<file path="config.mk">
export PLATFORM = sky130hd
export DESIGN_NAME = mrme_ram
export DESIGN_NICKNAME = d
export VERILOG_FILES = /design/src/sv/mrme_ram.sv
export SDC_FILE = /design/constraint.sdc
export NUM_CORES = 2
export LEC_CHECK = 0
export ABC_CLOCK_PERIOD_IN_PS = 2400
export BUFFER_PORTS_ARGS = -buffer_cell sky130_fd_sc_hd__buf_2
export CAP_MARGIN = 20
export CORE_AREA = 2 2 424 426
export DETAILED_ROUTE_END_ITERATION = 12
export DIE_AREA = 0 0 426 428
export PLACE_DENSITY = 0.71
export SETUP_SLACK_MARGIN = 0.15
export SYNTH_ARGS = -nofsm -noshare
export SYNTH_HDL_FRONTEND = slang
export SYNTH_SLANG_ARGS = --single-unit
</file>
<file path="constraint.sdc">
create_clock -name clk -period 2.4 [get_ports clk]
set_clock_uncertainty 0.2 [all_clocks]
set_input_delay 0.24 -clock clk [delete_from_list [all_inputs] [get_ports clk]]
set_output_delay 0.24 -clock clk [all_outputs]
set_load 0.03 [all_outputs]
</file>
<file path="src/sv/mrme_ram.sv">
// Generic single-write, single-read RAM with registered read data.
module mrme_ram #(
  parameter int WIDTH = 8,
  parameter int DEPTH = 256
) (
  input  logic                     clk,
  input  logic                     we,
  input  logic [$clog2(DEPTH)-1:0] waddr,
  input  logic [WIDTH-1:0]         wdata,
  input  logic [$clog2(DEPTH)-1:0] raddr,
  output logic [WIDTH-1:0]         rdata
);

  logic [WIDTH-1:0] mem [DEPTH];

  // Write port and registered read port.
  always_ff @(posedge clk) begin
    if (we) begin
      mem[waddr] <= wdata;
    end
    rdata <= mem[raddr];
  end

endmodule

</file>
### Word level (Yosys, flattened, before mapping)

Memory sizes are Yosys's and may differ from the RTL's. A register that Yosys moved wholly into a read port is not among the register bits.
Cells that the tools add are included.
Widths: inputs -> output; s select.

* mux-type cells: 2

Operators by type and width (count)
* $mux 1: 2

* flip-flop bits (word level): 0
* bits in writable memories: 2048
* input port bits: 26
* output and inout bits: 8
* memories: 1

Memories
* mem: depth 256, bits a word 8, read ports 1, clocked after memory_dff 1, write ports 1, RTL line 14 `logic [WIDTH-1:0] mem [DEPTH];`

### Longest topological paths before layout

* depth after elaboration: 2
* gate-level depth with buffers: 11
* mapped depth without buffers: 6

### Least setup slack after synthesis

OpenSTA, ideal clock, no wires.

* path type: input -> register
* start: input port raddr[0]
* end: register rdata[2] (read register of mem)
* arrival time: 2047 ps
* required time: 2069 ps
* setup slack: 22 ps
* stages: 9
* path through: buf_6 -> buf_12 -> buf_8 -> buf_2 -> mux4_2 -> a22oi_1 -> a21oi_1 -> nor4_1 -> nor4_2

RTL lines
* start, declared: RTL line 10 `input logic [$clog2(DEPTH)-1:0] raddr,`
* end, declared: RTL line 11 `output logic [WIDTH-1:0] rdata`

==> out/summary.txt <==
Hold Fails Final Rpt: 0
Distinct cell type count after synthesis: 55
Post-synth top area cell: edfxtp_1
Hold-critical path depth: 2
Violated checks: negative setup slack
Starting Density: 44.8%
Prevailing post-synth register cell: edfxtp_1
Max clock buf depth: 3
RSZ-0062 raised after global routing: true
Largest net degree at the start of global routing: 96
Synth top cells by count: edfxtp_1, mux4_2, nor2_1
Synthesized Nets: 3759
Worst slew margin: 48.3%
Hpwl dp: 126 mm
Die Ht: 428 um
Clk sinks: 2056
WL final: 196 mm
Top cells by area, synth: edfxtp_1, mux4_2, mux2i_1
Num CTS Buffers: 199
Maximum vdd drop: 807 uV
Setup TNS: -0.122 ns
R2R depth: 7
RR Startpoint: mem[27][5]$_DFFE_PP_
CP Capture Type: flop
Arrival time worst endpoint: 2.97 ns
Core area: 178000 um^2
Horiz. Die Dim: 426 um
GRT Total Usage: 21.4%
Final Max Tran Viols: 0
Setup ws final: -0.0797 ns
Vias: 41.7k
Row count: 155
Layout cells sized above 1: 34.0%
Routability cong.: 0.869
Min Tclk post-route: 2.48 ns
Root Driver: clkbuf_16
Nets: 4515
1st-iter DRT viols: 5548
Initial antenna violation count: 9
Number of global-route vias before repair: 41.7k
Inst Count DP: 6625
Yosys Warn Count: 0
Async SR Flop Fraction: 0%
Area delta synth->final: 19.5%
# Max-Cap Violations: 0
Leakage: 30.8 nW
Status: finished with violations
FMAX: 403 MHz
Post-synth EDFFs: 2048
Drt pass-1 iters: 6
WS Path Type: flop to flop
Crit Reg-Reg Endpoint: rdata[5]$_DFF_P_
First-pass GRT wire length: 286 mm
DR vias/cell: 5.94
Final setup viols: 5
WL/cell: 27.9 um
Worst slew pin tran: 0.775 ns
Critical Path RT: 2.89 ns
Post-synth top area share: 77.3%
Clock Latency Late Sink: 0.83 ns
Worst hold path startpoint: wdata[1]
R2r setup slk: -0.08 ns
Power Dens Cells: 785 nW/um^2
Worst min path class: primary input to flop
Tcrit/Tclk final: 103%
Top Ports: 34
Synthesized flop and latch total: 2056
Dpl ws: -1.09 ns
Syn Area/Cell: 21.3 um^2
Syn Inst Count: 3733
Die ar.: 182000 um^2
CTS tree: yes
CP Launch Type: flop
Crit-path max FO: 1
Fin cells: 7013
Hold_ws: 0.159 ns
# DRC: 0
Sequential area share after synthesis: 77.5%
Buffers on Ports: 33
H-tree depth: 4
Clk pin slew, worst setup/hold paths: 0.06 ns
Design Area, Final: 95100 um^2
Cell with the most instances after synthesis: edfxtp_1
Netlist Area Pre-Place: 79600 um^2
Min-Delay Endpoint: mem[70][1]$_DFFE_PP_
Placed cell areas: 88000 um^2
Global route overflow: 0
Final ANT Viol Nets: 0
critical path, stage by stage, from the launching register on:
cell and delay [ns]:
edfxtp_1 0.36, mux4_2 0.47, a22o_1 0.26, a221oi_2 0.24, o221ai_1 0.21, a211oi_2 0.37
buf_4 0.19, nor4_2 0.04
per-layer routing:
layer / routed length (um) / share of wire (%) / GRT usage [%]
met3: 18100 / 9.2 / 3.79
met4: 6320 / 3.2 / 7.18
met2: 96100 / 49 / 34.5
met1: 75400 / 38 / 29.7
met5: 11 / 0.0056 / 0
registers in the layout, summed over array words and instances, names as in the netlist:
signal,flops
mem,2048
rdata,8
cells by family (layout without fill, tap and decap cells):
| family | count (synthesis) | count (layout) | share of synthesized area (%) |
|---|---|---|---|
| buf+inv | 235 | 1158 | 1.83 |
| flops | 2056 | 2056 | 77.5 |
| other cells | 0 | 2 | 0 |
| mux | 591 | 591 | 14.6 |
| simple gates | 466 | 466 | 2.63 |
| compound gates | 385 | 385 | 3.42 |
cells in the final DEF, fill, tap and decap left out, types with 9 or more instances in the layout:
cell / n
edfxtp_1: 2048
buf_4: 646
mux4_2: 454
nor2_1: 275
clkbuf_16: 200
mux2i_1: 134
a22oi_1: 128
a21oi_1: 95
buf_12: 86
o221ai_1: 45
clkinv_1: 43
clkbuf_1: 43
clkinv_2: 35
nand3_1: 34
nand2_1: 33
o22ai_1: 28
nor2b_1: 24
buf_2: 24
dlygate4sd3_1: 18
bufinv_16: 16
nor3_1: 12
nor4_4: 10
nand4_1: 10
o211ai_1: 10
clkbuf_8: 10
nor4_1: 9
a221oi_1: 9
o21ai_0: 9
per-stage QoR:
| step | power (W) | utilization [%] |
|---|---|---|
| final | 0.0746 | 53.5 |
| after detailed placement | 0.0446 | 49.5 |
| after floorplan | 0.0424 | - |
| after global routing | 0.0765 | 53.5 |
| after CTS | 0.0749 | 53.4 |
| after global placement | 0.0445 | 49.5 |
worst max path at each step:
| stage | startpoint | endpoint |
|---|---|---|
| 3_3_place_gp | raddr[1] | rdata[4]$_DFF_P_ |
| 5_1_grt | mem[64][5]$_DFFE_PP_ | rdata[5]$_DFF_P_ |
| 2_1_floorplan | raddr[0] | rdata[0]$_DFF_P_ |
| 3_5_place_dp | raddr[0] | rdata[1]$_DFF_P_ |
| 6_report | mem[27][5]$_DFFE_PP_ | rdata[5]$_DFF_P_ |
| 4_1_cts | mem[71][0]$_DFFE_PP_ | rdata[0]$_DFF_P_ |
cell type report:
type | count | area, um^2
clock inverters | 119 | 1140
diodes | 2 | 5.00
multi-input cells | 1442 | 17000
repair buffers | 788 | 7060
flip-flops and latches | 2056 | 61700
clock buffers | 249 | 5250
inverters | 2 | 7.51
fillers | 13300 | 82600
well taps | 2355 | 2950
what timing repair did:
| action | in CTS | in global routing |
|---|---|---|
| hold buffers | 18 | 0 |
| endpoints found under the setup margin | 8 | 14 |
| setup buffers | 0 | 0 |
| resized for setup | 58 | 25 |
| hold endpoints to repair | 1506 | 0 |
| pin swaps | 18 | 18 |
report_power, final:
group | leakage (nW) | switching (W) | internal [W] | total, W
clock | 3.11 | 0.0133 | 0.0173 | 0.0306
combinational | 9.25 | 0.00257 | 0.00180 | 0.00437
sequential | 18.5 | 0.0000783 | 0.0396 | 0.0397
total | 30.8 | 0.0160 | 0.0587 | 0.0746
Note: power is estimated with default switching activity, not from simulation.
